**config.mk**
```make
export PLATFORM = sky130hd
export DESIGN_NAME = infix_to_postfix_converter_top_flat
export DESIGN_NICKNAME = d
export VERILOG_FILES = /design/src/rtl/itp_pkg.sv /design/src/rtl/itp_in_if.sv /design/src/rtl/itp_out_if.sv /design/src/rtl/infix_to_postfix_converter_top.sv /design/src/rtl/itp_ram.sv /design/src/flat_wrapper.sv
export SDC_FILE = /design/constraint.sdc
export NUM_CORES = 1
export LEC_CHECK = 0
export BUFFER_PORTS_ARGS = -buffer_cell sky130_fd_sc_hd__buf_2
export CAP_MARGIN = 20
export CORE_MARGIN = 5
export CORE_UTILIZATION = 29
export DETAILED_ROUTE_END_ITERATION = 6
export PLACE_DENSITY = 0.54
export SLEW_MARGIN = 5
export SYNTH_ARGS = -nofsm -noshare
export SYNTH_HDL_FRONTEND = slang
export SYNTH_SLANG_ARGS = --single-unit
```
**constraint.sdc**
```tcl
create_clock -name clk -period 11.4 [get_ports clk]
set_input_delay 2.28 -clock clk [delete_from_list [all_inputs] [get_ports clk]]
set_output_delay 2.28 -clock clk [all_outputs]
set_load 0.02 [all_outputs]
```
**src/rtl/itp_pkg.sv**
```systemverilog
`timescale 1ns / 1ps

package itp_pkg;

	localparam int CHAR_W = 8;
	localparam int ERR_W  = 2;
	localparam int RANK_W = 2;

	typedef logic [CHAR_W-1:0] char_t;
	typedef logic [ERR_W-1:0]  err_t;
	typedef logic [RANK_W-1:0] rank_t;

	localparam char_t CH_LPAREN = 8'h28;
	localparam char_t CH_RPAREN = 8'h29;
	localparam char_t CH_MUL    = 8'h2a;
	localparam char_t CH_ADD    = 8'h2b;
	localparam char_t CH_SUB    = 8'h2d;
	localparam char_t CH_DIV    = 8'h2f;
	localparam char_t CH_POW    = 8'h5e;
	localparam char_t CH_NUL    = 8'h00;

	localparam err_t ERR_NONE      = 2'd0;
	localparam err_t ERR_OVERFLOW  = 2'd1;
	localparam err_t ERR_UNMATCHED = 2'd2;

	localparam rank_t RANK_NONE = 2'd0;
	localparam rank_t RANK_ADD  = 2'd1;
	localparam rank_t RANK_MUL  = 2'd2;
	localparam rank_t RANK_POW  = 2'd3;

	// operator priority; parentheses and operands rank zero
	function automatic rank_t rank_of(input char_t c);
		rank_t r;
		unique case (c) inside
			CH_POW:         r = RANK_POW;
			CH_MUL, CH_DIV: r = RANK_MUL;
			CH_ADD, CH_SUB: r = RANK_ADD;
			default:        r = RANK_NONE;
		endcase
		return r;
	endfunction

endpackage

```
**src/rtl/itp_in_if.sv**
```systemverilog
`timescale 1ns / 1ps

interface itp_in_if;
	import itp_pkg::*;

	logic  valid;
	logic  ready;
	char_t char_code;
	logic  end_of_expression;

	modport source (output valid, output char_code, output end_of_expression, input ready);
	modport sink (input valid, input char_code, input end_of_expression, output ready);
endinterface

```
**src/rtl/itp_out_if.sv**
```systemverilog
`timescale 1ns / 1ps

interface itp_out_if;
	import itp_pkg::*;

	logic  valid;
	logic  ready;
	char_t symbol;
	err_t  error_code;
	logic  last_of_run;

	modport source (output valid, output symbol, output error_code, output last_of_run,
		input ready);
	modport sink (input valid, input symbol, input error_code, input last_of_run,
		output ready);
endinterface

```
**src/rtl/infix_to_postfix_converter_top.sv**
```systemverilog
`timescale 1ns / 1ps

// Infix to postfix converter (shunting-yard) with an operator stack in RAM.
// expr: one character per beat, end_of_expression marks the last character
// of an expression, after which the stack is emptied to the output.
// postfix: zero or more result beats per input beat; last_of_run flags the
// final result of each input beat. error_code 1 reports a push onto a full
// stack (symbol 0), 2 reports a ')' with no '(' (symbol 0).
// One input beat at a time: expr.ready is high only while idle. A beat is
// decoded in ST_DECIDE, each stack entry inspected takes ST_READ then ST_CHECK,
// a popping loop that finds the stack empty ends in ST_READ, and ST_FINISH
// closes the run; e.g. an operand takes ST_DECIDE and ST_FINISH, an operator on
// an empty stack adds ST_READ, one that pops nothing from a non-empty stack adds
// ST_READ and ST_CHECK. The stack RAM has one registered read port, so each stack
// entry examined costs a read state (ST_READ) plus a decision state (ST_CHECK).
// Results pass through a one-deep hold and an output register; while the
// receiver holds postfix.ready low the sequencer stalls once both are full.
// Reset (arst_n low) empties the stack, drops any pending result and returns
// to idle; no clearing pass is needed since only live entries are read.
module infix_to_postfix_converter_top #(
	parameter int STACK_DEPTH = 32
) (
	input logic       clk,
	input logic       arst_n,
	itp_in_if.sink    expr,
	itp_out_if.source postfix
);
	import itp_pkg::*;

	localparam int AW = $clog2(STACK_DEPTH);
	localparam int CW = $clog2(STACK_DEPTH + 1);
	localparam logic [CW-1:0] CNT_FULL = CW'(STACK_DEPTH);
	localparam logic [CW-1:0] CNT_ONE  = CW'(1);

	typedef enum logic [2:0] {
		ST_IDLE,
		ST_DECIDE,
		ST_READ,
		ST_CHECK,
		ST_FINISH
	} state_t;

	typedef enum logic [1:0] {
		MD_CLOSE,
		MD_OPER,
		MD_FLUSH
	} mode_t;

	state_t        state_q, nxt_state;
	mode_t         mode_q, nxt_mode;
	char_t         char_q;
	logic          last_q;
	logic [CW-1:0] cnt_q;
	logic          pend_v_q;
	char_t         pend_sym_q;
	err_t          pend_err_q;
	logic          out_v_q;
	char_t         out_sym_q;
	err_t          out_err_q;
	logic          out_last_q;

	logic          stall;
	logic          emit;
	char_t         emit_sym;
	err_t          emit_err;
	logic          push;
	logic          pop;
	logic          fin;
	logic          go_after;
	logic          full;
	logic          load_out;
	logic [CW-1:0] top_idx;
	char_t         top_char;

	assign full    = (cnt_q == CNT_FULL);
	assign top_idx = cnt_q - CNT_ONE;

	itp_ram #(
		.WIDTH(CHAR_W),
		.DEPTH(STACK_DEPTH)
	) u_stack (
		.clk    (clk),
		.wr_en  (push),
		.wr_addr(cnt_q[AW-1:0]),
		.wr_data(char_q),
		.rd_addr(top_idx[AW-1:0]),
		.rd_data(top_char)
	);

	// hold stage can only move on when the output register is free
	assign stall = pend_v_q && out_v_q && !postfix.ready;

	always_comb begin
		nxt_state = state_q;
		nxt_mode  = mode_q;
		emit      = 1'b0;
		emit_sym  = char_q;
		emit_err  = ERR_NONE;
		push      = 1'b0;
		pop       = 1'b0;
		fin       = 1'b0;
		go_after  = 1'b0;
		unique case (state_q)
			ST_IDLE: begin
				if (expr.valid) begin
					nxt_state = ST_DECIDE;
				end
			end
			ST_DECIDE: begin
				if (!stall) begin
					if (char_q == CH_LPAREN) begin
						if (full) begin
							emit     = 1'b1;
							emit_sym = CH_NUL;
							emit_err = ERR_OVERFLOW;
						end else begin
							push = 1'b1;
						end
						go_after = 1'b1;
					end else if (char_q == CH_RPAREN) begin
						nxt_mode  = MD_CLOSE;
						nxt_state = ST_READ;
					end else if (rank_of(char_q) != RANK_NONE) begin
						nxt_mode  = MD_OPER;
						nxt_state = ST_READ;
					end else begin
						emit     = 1'b1;
						go_after = 1'b1;
					end
				end
			end
			ST_READ: begin
				if (!stall) begin
					if (cnt_q == '0) begin
						unique case (mode_q)
							MD_CLOSE: begin
								emit     = 1'b1;
								emit_sym = CH_NUL;
								emit_err = ERR_UNMATCHED;
								go_after = 1'b1;
							end
							MD_OPER: begin
								push     = 1'b1;
								go_after = 1'b1;
							end
							MD_FLUSH: nxt_state = ST_FINISH;
							default:  nxt_state = ST_FINISH;
						endcase
					end else begin
						nxt_state = ST_CHECK;
					end
				end
			end
			ST_CHECK: begin
				if (!stall) begin
					unique case (mode_q)
						MD_CLOSE: begin
							pop = 1'b1;
							if (top_char == CH_LPAREN) begin
								go_after = 1'b1;
							end else begin
								emit      = 1'b1;
								emit_sym  = top_char;
								nxt_state = ST_READ;
							end
						end
						MD_OPER: begin
							if (rank_of(char_q) <= rank_of(top_char)) begin
								pop       = 1'b1;
								emit      = 1'b1;
								emit_sym  = top_char;
								nxt_state = ST_READ;
							end else begin
								if (full) begin
									emit     = 1'b1;
									emit_sym = CH_NUL;
									emit_err = ERR_OVERFLOW;
								end else begin
									push = 1'b1;
								end
								go_after = 1'b1;
							end
						end
						MD_FLUSH: begin
							pop       = 1'b1;
							emit      = 1'b1;
							emit_sym  = top_char;
							nxt_state = ST_READ;
						end
						default: nxt_state = ST_FINISH;
					endcase
				end
			end
			ST_FINISH: begin
				if (!stall) begin
					fin       = 1'b1;
					nxt_state = ST_IDLE;
				end
			end
			default: nxt_state = ST_IDLE;
		endcase
		// end of the item's own work: empty the stack if it closes an expression
		if (go_after) begin
			if (last_q) begin
				nxt_mode  = MD_FLUSH;
				nxt_state = ST_READ;
			end else begin
				nxt_state = ST_FINISH;
			end
		end
	end

	assign load_out = pend_v_q && (emit || fin);

	always_ff @(posedge clk or negedge arst_n) begin
		if (!arst_n) begin
			state_q  <= ST_IDLE;
			mode_q   <= MD_FLUSH;
			cnt_q    <= '0;
			pend_v_q <= 1'b0;
			out_v_q  <= 1'b0;
		end else begin
			state_q <= nxt_state;
			mode_q  <= nxt_mode;
			if (state_q == ST_IDLE && expr.valid) begin
				char_q <= expr.char_code;
				last_q <= expr.end_of_expression;
			end
			if (push) begin
				cnt_q <= cnt_q + CNT_ONE;
			end else if (pop) begin
				cnt_q <= cnt_q - CNT_ONE;
			end
			if (fin) begin
				pend_v_q <= 1'b0;
			end else if (emit) begin
				pend_v_q   <= 1'b1;
				pend_sym_q <= emit_sym;
				pend_err_q <= emit_err;
			end
			if (load_out) begin
				out_v_q    <= 1'b1;
				out_sym_q  <= pend_sym_q;
				out_err_q  <= pend_err_q;
				out_last_q <= fin;
			end else if (postfix.ready) begin
				out_v_q <= 1'b0;
			end
		end
	end

	assign expr.ready          = (state_q == ST_IDLE);
	assign postfix.valid       = out_v_q;
	assign postfix.symbol      = out_sym_q;
	assign postfix.error_code  = out_err_q;
	assign postfix.last_of_run = out_last_q;
endmodule

```
**src/rtl/itp_ram.sv**
```systemverilog
`timescale 1ns / 1ps

module itp_ram #(
	parameter int WIDTH = 8,
	parameter int DEPTH = 32,
	localparam int AW = $clog2(DEPTH)
) (
	input  logic             clk,
	input  logic             wr_en,
	input  logic [AW-1:0]    wr_addr,
	input  logic [WIDTH-1:0] wr_data,
	input  logic [AW-1:0]    rd_addr,
	output logic [WIDTH-1:0] rd_data
);
	logic [WIDTH-1:0] mem_q [DEPTH];
	logic [WIDTH-1:0] rd_data_q;

	always_ff @(posedge clk) begin
		if (wr_en) begin
			mem_q[wr_addr] <= wr_data;
		end
		rd_data_q <= mem_q[rd_addr];
	end

	assign rd_data = rd_data_q;
endmodule

```
**src/flat_wrapper.sv**
```systemverilog
// flat-port wrapper written by rule: the top's interface ports become plain ports
module infix_to_postfix_converter_top_flat import itp_pkg::*;
#(
	parameter int STACK_DEPTH = 32
)
  (clk, arst_n, expr_valid, expr_char_code, expr_end_of_expression, expr_ready, postfix_valid, postfix_symbol, postfix_error_code, postfix_last_of_run, postfix_ready);
  itp_in_if expr_i ();
  itp_out_if postfix_i ();
  input logic clk;
  input logic arst_n;
  input wire logic [$bits(expr_i.valid)-1:0] expr_valid;
  input wire logic [$bits(expr_i.char_code)-1:0] expr_char_code;
  input wire logic [$bits(expr_i.end_of_expression)-1:0] expr_end_of_expression;
  output wire logic [$bits(expr_i.ready)-1:0] expr_ready;
  output wire logic [$bits(postfix_i.valid)-1:0] postfix_valid;
  output wire logic [$bits(postfix_i.symbol)-1:0] postfix_symbol;
  output wire logic [$bits(postfix_i.error_code)-1:0] postfix_error_code;
  output wire logic [$bits(postfix_i.last_of_run)-1:0] postfix_last_of_run;
  input wire logic [$bits(postfix_i.ready)-1:0] postfix_ready;
  assign expr_i.valid = expr_valid;
  assign expr_i.char_code = expr_char_code;
  assign expr_i.end_of_expression = expr_end_of_expression;
  assign expr_ready = expr_i.ready;
  assign postfix_valid = postfix_i.valid;
  assign postfix_symbol = postfix_i.symbol;
  assign postfix_error_code = postfix_i.error_code;
  assign postfix_last_of_run = postfix_i.last_of_run;
  assign postfix_i.ready = postfix_ready;
  infix_to_postfix_converter_top #(.STACK_DEPTH(STACK_DEPTH)) u_core (.clk(clk), .arst_n(arst_n), .expr(expr_i), .postfix(postfix_i));
endmodule
```
======== Yosys cells after proc, flatten, opt, wreduce, memory -nomap -nowiden ========
Memory sizes are Yosys's and may differ from the RTL's. A register that Yosys moved wholly into a read port is not among the register bits.
Cells that the tools add are included.
storage, ports and cells
  flip-flop bits (word level) ............. 43
  latch bits .............................. 0
  bits in writable memories ............... 256
  memory bits (read-only) ................. 0
  memories kept ........................... 1
memory list
  name                  depth  width  rd ports  clocked after memory_dff  wr ports  line           text
  u_core.u_stack.mem_q  32     8      1         1                         1         itp_ram.sv:15  logic [WIDTH-1:0] mem_q [DEPTH];
operators by class
  add/sub/neg operators ................... 2
  multiply operators ...................... 0
  div/mod/pow operators ................... 0
  $lt $le $gt $ge ......................... 1
  equality and inequality tests ........... 30
  shift-type cells ........................ 0
  muxes and demuxes ....................... 103
  bitwise logic cells ..................... 1
  reduce and logical (&&, ||, !) cells .... 23
operator list
  kind                                                   number
  == test 8 x 6 -> 1 bit, second input constant          11
  two-way mux 8 bit                                      9
  two-way mux 2 bit                                      24
  one-hot mux 8 bit (3 select lines)                     2
  two-way mux 3 bit                                      14
  two-way mux 1 bit                                      41
  one-hot mux 2 bit (3 select lines)                     3
  == test 8 x 7 -> 1 bit, second input constant          2
  one-hot mux 3 bit (5 select lines)                     1
  two-way mux 6 bit                                      2
  inequality test 3 bit, second input constant           4
  one-hot mux 1 bit (3 select lines)                     4
  OR reduction 2 bit                                     6
  AND reduction 10 bit                                   1
  one-hot mux 3 bit (3 select lines)                     1
  inequality test 4 x 3 -> 1 bit, second input constant  2
  nonzero test 2 bit                                     4
  adder 6 x 1 -> 6 bit, second input constant            1
  == test 3 x 2 -> 1 bit, second input constant          2
  == test 6 bit, second input constant                   1
  zero test 6 bit                                        1
  inequality test 3 x 2 -> 1 bit, second input constant  2
  subtractor 6 x 1 -> 6 bit, second input constant       1
  logical AND 1 bit                                      4
  other kinds (15)                                       17

======== Depth between registers and ports, before layout ========
Gate-level depths: netlist of the first run.
  depth after elaboration ................. 16
  mapped depth ............................ 15
  mapped depth without buffers ............ 13

======== Hierarchy ========
A second synthesis of the first run with hierarchy kept.
unflattened totals
  cell total of the unflattened synthesis .. 650
  area total of the unflattened synthesis .. 12465.7 um2
modules (own cells, without submodules)
  module                          times used  cells each  area each (um2)  sequential area each (um2)
  itp_ram                         1           417         10053.4          7847.5
  infix_to_postfix_converter_top  1           233         2412.3           1227.4

======== Worst setup path after synthesis of the first run ========
No wires, ideal clock.
  kind .................................... input port to flip-flop
  start ................................... input port postfix_ready
  end ..................................... memory u_core.u_stack.mem_q[11][0], enable pin
  data arrival time ....................... 3.941 ns
  slack ................................... 7.088 ns
  stages .................................. 7
  buffers on the path ..................... 2
  cell sequence ........................... and3b_1 clkbuf_1 or3_1 a211o_1 a21bo_1 buf_6 nor2_1
on the way
  longest elaborated chain between the ends .. 6
RTL lines
  item                                         line                                                                                                                 text
  start, declared                              flat_wrapper.sv:19                                                                                                   input wire logic [$bits(postfix_i.ready)-1:0] postfix_ready;
  zero test 1 bit (*)                          infix_to_postfix_converter_top.sv:91                                                                                 assign stall = pend_v_q && out_v_q && !postfix.ready;
  logical AND 1 bit (*)                        infix_to_postfix_converter_top.sv:91
  two-way mux 1 bit, on equally long branches  infix_to_postfix_converter_top.sv:155, infix_to_postfix_converter_top.sv:110, infix_to_postfix_converter_top.sv:133
  one-hot mux 1 bit (3 select lines) (*)       infix_to_postfix_converter_top.sv:103                                                                                unique case (state_q)
  two-way mux 1 bit (*)                        itp_ram.sv:19                                                                                                        if (wr_en) begin
  two-way mux 1 bit (implied by the code) (*)  itp_ram.sv:20                                                                                                        mem_q[wr_addr] <= wr_data;
  end, declared                                itp_ram.sv:15
Every way passes the cells marked *; elsewhere a longest branch is shown, timed or not.

======== Worst setup path after layout of the first run ========
  start ................................... input port postfix_ready
  end ..................................... memory u_core.u_stack.mem_q[0][0], enable pin
The elaborated chain is that of the path after synthesis.

==> flow_summary.yaml, run 1 <==
run_status:
  status: "finished clean"
sta:
  worst_pin_slew_ps: 1030
  hold_violations: 0
  setup_viol: 0
  fmax_mhz: 226
  fin_setup_tns_ps: 0
  slew_violations: 0
  rsz0062_at_grt: "false"
  min_period_over_period_pct: 38.9
  fin_crit_ps: 4430
  max-slew-margin-rel_pct: 31.0
  fin_skew_ps: 9.06
clock_tree:
  cts_made_buffers: 31
  htreeDepth: 1
  clkLatencyLatePin_ps: 570
  cts_num_sinks: 307
  clockRootBuffer: "clkbuf_16"
  cts_tree: "done"
  cts_hold_buf: 0
  cts.path.max_buffers: 3
  post_cts_resized: 0
  post_cts_buffers: 0
  clk_pin_slew_ps: 60
floorplan:
  start_util_pct: 29.5
  dieWidth_um: 217
  rows: 75
  core_area_mm2: 0.0421
  die_h_um: 217
  die-area_mm2: 0.0471
  io_pins: 26
worst_setup_path:
  worstRegToRegCells: 11
  cp.arrival_ps: 4630
  crit_top_cell: "nand2_1"
  cp-startpoint: "postfix_ready"
  worstPathMaxFanout: 8
  start_kind: "input port"
  crit_path_cell_trace: "buf_2 > and3b_1 > or3_1 > a211o_1 > nand2_1 > nand2_1 > nor2_1"
  timing.rr.start: "u_core.char_q[0]$_DFFE_PP_"
  worst_path_max_delay_cell: "nor2_1"
  path_class: "input port to flop"
  endpoint_kind: "flop"
  cpPeakStageDelay_ps: 700
  cp.required_ps: 11600
finish:
  antenna-diode-count: 0
  syn_to_final_growth_pct: 14.1
  register_area_mm2: 0.00908
  multi_input_area_mm2: 0.00320
  drive_gt1_share_pct: 26.4
  final_nets: 703
  fill_cells: 3917
yosys:
  synth.net_count: 664
  synth_seq_cells: 307
  yosysTopAreaCell: "edfxtp_1"
  yosysMostFrequentCell: "edfxtp_1"
  synth_ff_type: "edfxtp_1"
  synth_warnings: 0
  syn_area_mm2: 0.0124
  ys_seq_area_share_pct: 73.1
  synth_cell_type_count: 60
  synth_common_cells: "edfxtp_1 (286), mux4_2 (80), nor2_1 (50)"
  yosys-top-cells-area: "edfxtp_1 (69%), mux4_2 (15%), dfrtp_1 (2.4%)"
  synth-edff-count: 286
  async_flop_share_pct: 4.23
  syn_inst: 645
  synth_top_cell_area_share_pct: 69.1
  avgSynthCellArea_um2: 19.3
detailed_routing:
  vias: 6209
  routed_via_density: 4.98
  ant_nets: 0
  routedWlPerCell_um: 23.4
  firstDrtPassIters: 5
  drc_errors: 0
  drtIter0Drc: 511
  drt-total-wl_mm: 29.1
global_routing:
  antenna_found_initial: 1
  grt.total_usage_pct: 12.1
  grt_pass1_wl_mm: 42.9
  grt_overflow: 0
  grt_pass1_vias: 6294
  grt_max_degree: 43
pwr:
  p_per_area_mw_per_mm2: 240
  p_leak_nw: 4.45
  ir_drop_v: 0.000122
  p_total_mw: 3.41
placed_design:
  place.gp.congestion: 0.797
  port_buffers: 25
  dp_hpwl_mm: 18.0
hold_path:
  hold_start: "u_core.pend_sym_q[4]$_DFFE_PP_"
  min_path_type: "flop to flop"
  whs_path_depth: 0
run:
  cap_violations: 0
-- final cells by class --
cell class / count / area share [%]
Timing Repair Buffer: 37 / 1.52
Clock inverter: 18 / 0.856
Multi-Input combinational cell: 299 / 22.6
Inverter: 8 / 0.212
Clock buffer: 40 / 6.00
Sequential cell: 307 / 64.1
Tap cell: 539 / 4.76
-- cell families after synthesis --
logic type	count (synthesis)	share of synthesized area, %
flip-flops	307	73.1
AND/OR/NAND/NOR	141	5.92
multiplexers	91	15.5
AO/OA/AOI/OAI	53	3.04
buffers and inverters	39	1.31
XOR/XNOR	8	0.564
adder cells (fa/ha/maj)	6	0.604
-- worst max-delay path, delay by kind of cell --
| family | cells | cell delay [ps] |
|---|---|---|
| buffers and inverters | 1 | 90 |
| AO/OA/AOI/OAI | 1 | 320 |
| AND/OR/NAND/NOR | 5 | 1930 |
-- layer usage --
metal	share of wire, %	wire [um]	track usage, %	up-vias
li1	-	-	-	2731
met1	43	12500	16.6	3233
met2	50	14500	20.5	195
met3	5.2	1520	2.14	48
met4	2.1	599	2.49	2
met5	0.045	13	0	-
-- where the power goes --
| group | internal, mW | total [mW] | switching [mW] |
|---|---|---|---|
| clock | 0.548 | 0.963 | 0.415 |
| sequential | 1.30 | 1.40 | 0.0992 |
| combinational | 0.527 | 1.05 | 0.520 |
| total | 2.37 | 3.41 | 1.03 |
-- registers in the layout, summed over array words and instances (netlist names) --
name and cells:
u_core.cnt_q 6, u_core.postfix.symbol 8, u_core.u_stack.rd_data 8, u_core.u_stack.mem_q 256
u_core.state_q 3, u_core.postfix.last_of_run 1, u_core.mode_q 2, u_core.pend_sym_q 8
u_core.postfix.error_code 2, u_core.char_q 8, u_core.pend_err_q 2, u_core.last_q 1
u_core.pend_v_q 1, u_core.postfix.valid 1
-- cell usage in the layout, fill, tap and decap left out, types with 4 or more instances in the layout --
cell type and instances:
nor2b_1 4, buf_2 25, or3_1 4, a22o_1 5
o21ai_0 13, inv_1 8, clkinv_1 9, nor2_1 50
xor2_1 4, and2_1 4, dfrtp_1 11, a21oi_1 6
nand3b_1 4, ha_1 5, nand2_1 25, clkinv_2 6
and3_1 4, mux2_2 10, edfxtp_1 286, a31oi_1 4
nand3_1 11, or3b_2 4, clkbuf_1 6, nor3_1 8
mux4_2 80, clkbuf_16 32, buf_4 12, dfxtp_1 8
-- path summary, 6_finish.rpt --
check                                                  endpoint  slack (ps)
setup / recovery           u_core.u_stack.mem_q[0][0]$_DFFE_PP_        6970
hold / removal               u_core.postfix.symbol[4]$_DFFE_PP_         420
setup reg to reg           u_core.u_stack.mem_q[0][0]$_DFFE_PP_        7000
hold reg to reg              u_core.postfix.symbol[4]$_DFFE_PP_         420
max in group asynchronous            u_core.mode_q[1]$_DFF_PN1_        9480
min in group asynchronous           u_core.cnt_q[0]$_DFFE_PN0P_        1620
-- metrics by stage --
| stage | setup WS, ps | std cells | util [%] | hold WS, ps | cell area [um2] |
|---|---|---|---|---|---|
| floorplan | 7090 | 645 | - | 400 | 12400 |
| global placement | 6410 | 1190 | 31.3 | 403 | 13200 |
| detailed placement | 6310 | 1190 | 31.3 | 405 | 13200 |
| CTS | 6890 | 1248 | 33.6 | 419 | 14200 |
| global route | 6550 | 1248 | 33.6 | 421 | 14200 |
| finish | 6970 | 1248 | 33.6 | 418 | 14200 |
Power figures use the tool's default switching activity.
==> run 2: changes to the inputs <==
clock period = 4.2 ns   (was 11.4 ns; I/O delays follow)
==> flow_summary.yaml, run 2 (synthesized netlist as in run 1, its figures left out) <==
sta:
  fmax_mhz: 249
  fin_crit_ps: 4010
  hold-worst-slack_ps: 238
  fin_ws_ps: 189
  worst_pin_slew_ps: 798
  hold_violations: 0
  max-slew-margin-rel_pct: 46.6
  fin_skew_ps: 21.8
  rsz0062_at_grt: "true"
  min_period_over_period_pct: 95.5
  setup_viol: 0
  slew_violations: 0
clock_tree:
  clockRootBuffer: "clkbuf_16"
  cts_num_sinks: 307
  cts_made_buffers: 34
  clkLatencyLatePin_ps: 510
  cts_hold_buf: 0
  cts.path.max_buffers: 3
  htreeDepth: 2
  cts_tree: "done"
  clk_pin_slew_ps: 60
finish:
  antenna-diode-count: 0
  top_register: "u_core.u_stack.mem_q"
  final_core_util_pct: 34.5
  drive_gt1_share_pct: 30.6
  multi_input_area_mm2: 0.00320
  final_common_cell: "edfxtp_1"
  final_nets: 741
  layout_common_cells: "edfxtp_1 (286), mux4_2 (80), nor2_1 (49)"
  syn_to_final_growth_pct: 17.0
  register_area_mm2: 0.00908
  largest_reg_flops: 256
  stdcell_area_mm2: 0.0145
  fill_cells: 3914
detailed_routing:
  routed_via_density: 4.88
  vias: 6260
  ant_nets: 0
  drt-total-wl_mm: 27.7
  drc_errors: 0
  drtIter0Drc: 477
  firstDrtPassIters: 5
  routedWlPerCell_um: 21.6
global_routing:
  grt.total_usage_pct: 11.8
  grt_pass1_vias: 6386
  grt_pass1_wl_mm: 42.4
  antenna_found_initial: 0
  grt_overflow: 0
  grt_max_degree: 41
run:
  cap_violations: 0
placed_design:
  dp_slack_ps: 172
  dp_hpwl_mm: 17.9
  port_buffers: 25
  place.gp.congestion: 0.845
  dpl_cell_area_mm2: 0.0135
worst_setup_path:
  worstRegToRegCells: 14
  start_kind: "flop"
  path_class: "flop to flop"
  worstPathMaxFanout: 25
  endpoint_kind: "flop"
  rr_endpoint: "u_core.u_stack.mem_q[5][7]$_DFFE_PP_"
  timing.rr.start: "u_core.char_q[2]$_DFFE_PP_"
  cp.arrival_ps: 4140
  cp.required_ps: 4330
  rrSetupSlack_ps: 190
floorplan:
  die-area_mm2: 0.0471
  die_h_um: 217
  start_util_pct: 29.5
  io_pins: 26
  core_area_mm2: 0.0421
  rows: 75
  dieWidth_um: 217
pwr:
  pwr-share-clk_pct: 29.9
  ir_drop_v: 0.000333
  switching_share_pct: 30.1
  p_leak_nw: 4.67
  p_sw_mw: 2.88
  p_per_area_mw_per_mm2: 658
  pwr-share-seq_pct: 39.2
  combPwrFrac_pct: 30.9
  internal-power_mw: 6.68
run_status:
  status: "finished clean"
hold_path:
  min_path_type: "input port to async pin"
==> run 2: power by group through the flow <==
stage | clock network (mW) | logic (mW) | registers [mW]
3_3_place_gp | 0 | 3.02 | 3.81
6_report | 2.86 | 2.95 | 3.75
5_1_grt | 3.06 | 3.14 | 3.78
2_1_floorplan | 0 | 2.17 | 3.72
4_1_cts | 2.93 | 3.00 | 3.76
3_5_place_dp | 0 | 2.99 | 3.82
==> run 2: per-layer routing <==
layer / part of all wire [%] / vias up / routed length [um] / track usage (%)
li1: - / 2801 / - / -
met1: 46 / 3273 / 12700 / 16.8
met2: 48 / 150 / 13400 / 19.1
met3: 4.2 / 36 / 1170 / 2.17
met4: 1.6 / 0 / 436 / 2.53
met5: 0 / - / 0 / 0
==> run 2: worst max-delay path by stage <==
| stage | startpoint | to | slack, ps | cells after the start |
|---|---|---|---|---|
| floorplan | u_core.char_q[2]$_DFFE_PP_ | u_core.pend_err_q[0]$_DFFE_PP_ | 200 | 10 |
| global placement | u_core.char_q[2]$_DFFE_PP_ | u_core.u_stack.mem_q[9][7]$_DFFE_PP_ | 260 | 14 |
| detailed placement | u_core.char_q[2]$_DFFE_PP_ | u_core.u_stack.mem_q[9][2]$_DFFE_PP_ | 170 | 14 |
| CTS | u_core.char_q[2]$_DFFE_PP_ | u_core.u_stack.mem_q[9][4]$_DFFE_PP_ | 160 | 14 |
| global route | u_core.char_q[4]$_DFFE_PP_ | u_core.u_stack.mem_q[5][7]$_DFFE_PP_ | -60 | 13 |
| finish | u_core.char_q[2]$_DFFE_PP_ | u_core.u_stack.mem_q[5][7]$_DFFE_PP_ | 190 | 14 |
==> run 2: final cells by class <==
type / count / share of cell area (%)
sequential: 307 / 62.5
multi-input combinational: 299 / 22.0
clock buffer: 43 / 6.24
tap: 539 / 4.64
timing repair buffer: 72 / 3.29
clock inverter: 14 / 1.08
inverter: 8 / 0.207
==> run 2: repair_timing <==
action                     in CTS  in global routing
setup endpoints to repair       0                 24
buffers inserted                0                  0
gates resized for setup         0                  1
==> run 2: critical path, cell delays in order (launching register included) <==
cell and delay, ps:
edfxtp_1 390, buf_4 310, nand4b_1 160, or3_1 380
o21ai_0 100, nand2_1 60, o21ai_0 80, nand2_1 80
ha_1 200, nor2b_1 200, o2111ai_1 190, a211o_1 340
nand2_1 160, nand2_1 340, nor2_1 640
==> run 2: through the flow <==
| stage | TNS, ps | power (mW) | std cells |
|---|---|---|---|
| 2_1_floorplan | 0 | 5.88 | 645 |
| 3_3_place_gp | 0 | 6.83 | 1225 |
| 3_5_place_dp | 0 | 6.81 | 1225 |
| 4_1_cts | 0 | 9.69 | 1282 |
| 5_1_grt | -844 | 9.98 | 1282 |
| 6_report | 0 | 9.56 | 1282 |
==> run 3: changes to the inputs <==
ABC_CLOCK_PERIOD_IN_PS = 4200   (was default)
PLACE_DENSITY = 0.44   (was 0.54)
RECOVER_POWER = 50   (was default)
==> flow_summary.yaml, run 3 (synthesized netlist as in run 1, its figures left out) <==
sta:
  hold_violations: 0
  worst_pin_slew_ps: 1190
  fmax_mhz: 261
  fin_crit_ps: 3830
  max-slew-margin-rel_pct: 20.8
  fin_ws_ps: 372
  setup_viol: 0
  min_period_over_period_pct: 91.1
  fin_skew_ps: 14.6
  rsz0062_at_grt: "false"
  fin_setup_tns_ps: 0
  slew_violations: 0
  hold-worst-slack_ps: 421
clock_tree:
  htreeDepth: 2
  clockRootBuffer: "clkbuf_16"
  cts_num_sinks: 307
  cts_hold_buf: 0
  post_cts_buffers: 0
  cts.path.max_buffers: 3
  clkLatencyLatePin_ps: 520
  clk_pin_slew_ps: 60
  cts_tree: "done"
  post_cts_resized: 0
  cts_made_buffers: 34
finish:
  stdcell_area_mm2: 0.0146
  final_common_cell: "edfxtp_1"
  antenna-diode-count: 0
  layout_common_cells: "edfxtp_1 (286), mux4_2 (80), nor2_1 (50)"
  drive_gt1_share_pct: 28.7
  largest_reg_flops: 256
  top_register: "u_core.u_stack.mem_q"
  final_nets: 741
  syn_to_final_growth_pct: 17.7
detailed_routing:
  drtIter0Drc: 531
  drt-total-wl_mm: 29.0
  routedWlPerCell_um: 22.5
  drc_errors: 0
  vias: 6231
  ant_nets: 0
  routed_via_density: 4.84
  firstDrtPassIters: 7
placed_design:
  port_buffers: 25
  dpl_cell_area_mm2: 0.0135
  dp_slack_ps: 362
  dp_hpwl_mm: 18.5
  place.gp.congestion: 0.761
floorplan:
  rows: 75
  dieWidth_um: 217
  start_util_pct: 29.5
  die-area_mm2: 0.0471
  core_area_mm2: 0.0421
  io_pins: 26
  die_h_um: 217
worst_setup_path:
  worst_path_max_delay_cell: "buf_4"
  crit_top_cell: "nand2_1"
  start_kind: "flop"
  critPathBufInv: 2
  endpoint_kind: "flop"
  path_delay_family: "simple AND/OR/NAND/NOR gates"
  cp.arrival_ps: 4060
  cp.required_ps: 4430
  crit_path_cell_trace: "buf_4 > nand4b_1 > or3_1 > o21ai_0 > nand2_1 > o21ai_0 > nand2_1 > ha_1 > nand2_1 > o2111ai_1 > a211o_1 > nand2_1 > nand2_1 > nor2_1 > buf_4"
  path_class: "flop to flop"
  worstPathMaxFanout: 41
  cpPeakStageDelay_ps: 430
global_routing:
  grt.total_usage_pct: 12.3
  grt_pass1_vias: 6460
  grt_overflow: 0
  grt_max_degree: 65
  antenna_found_initial: 0
  grt_pass1_wl_mm: 43.7
run_status:
  status: "finished clean"
run:
  cap_violations: 0
pwr:
  p_leak_nw: 4.70
  p_per_area_mw_per_mm2: 674
  ir_drop_v: 0.000265
hold_path:
  min_path_type: "flop to flop"
## run 3: worst paths after layout
path,startpoint,to,slack [ps],cells past startpoint
worst min-delay path,u_core.pend_sym_q[3]$_DFFE_PP_,u_core.postfix.symbol[3]$_DFFE_PP_,420,0
worst max-delay path,u_core.char_q[2]$_DFFE_PP_,u_core.u_stack.mem_q[2][2]$_DFFE_PP_,370,15
worst min register to register,u_core.pend_sym_q[3]$_DFFE_PP_,u_core.postfix.symbol[3]$_DFFE_PP_,420,0
worst max register to register,u_core.char_q[2]$_DFFE_PP_,u_core.u_stack.mem_q[2][2]$_DFFE_PP_,370,15
min in group asynchronous,arst_n,u_core.cnt_q[3]$_DFFE_PN0P_,440,1
max in group asynchronous,arst_n,u_core.cnt_q[0]$_DFFE_PN0P_,3070,1
## run 3: metal layers
metal  share of wire (%)  global-route usage (%)  vias to the layer above
li1                    -                       -                     2794
met1                  47                    17.5                     3257
met2                  48                    19.9                      136
met3                 3.9                    2.27                       44
met4                 1.9                    2.82                        0
met5                   0                       0                        -
## run 3: final cells by class
class	instances	area (um2)
Clock inverter	23	285
Sequential cell	307	9080
Inverter	8	30.0
Tap cell	539	674
Multi-Input combinational cell	299	3190
Clock buffer	39	891
Fill cell	3925	27500
Timing Repair Buffer	72	468
## run 3: per-stage QoR
step / std cells / util, % / power [mW]
3_5_place_dp: 1225 / 32.0 / 6.85
4_1_cts: 1287 / 34.8 / 10.0
2_1_floorplan: 645 / - / 5.88
5_1_grt: 1287 / 34.7 / 10.3
6_report: 1287 / 34.7 / 9.85
3_3_place_gp: 1225 / 32.0 / 6.86
## run 3: report_power, final
group | internal [mW] | switching (mW)
clock | 1.91 | 1.21
combinational | 1.44 | 1.54
sequential | 3.52 | 0.221
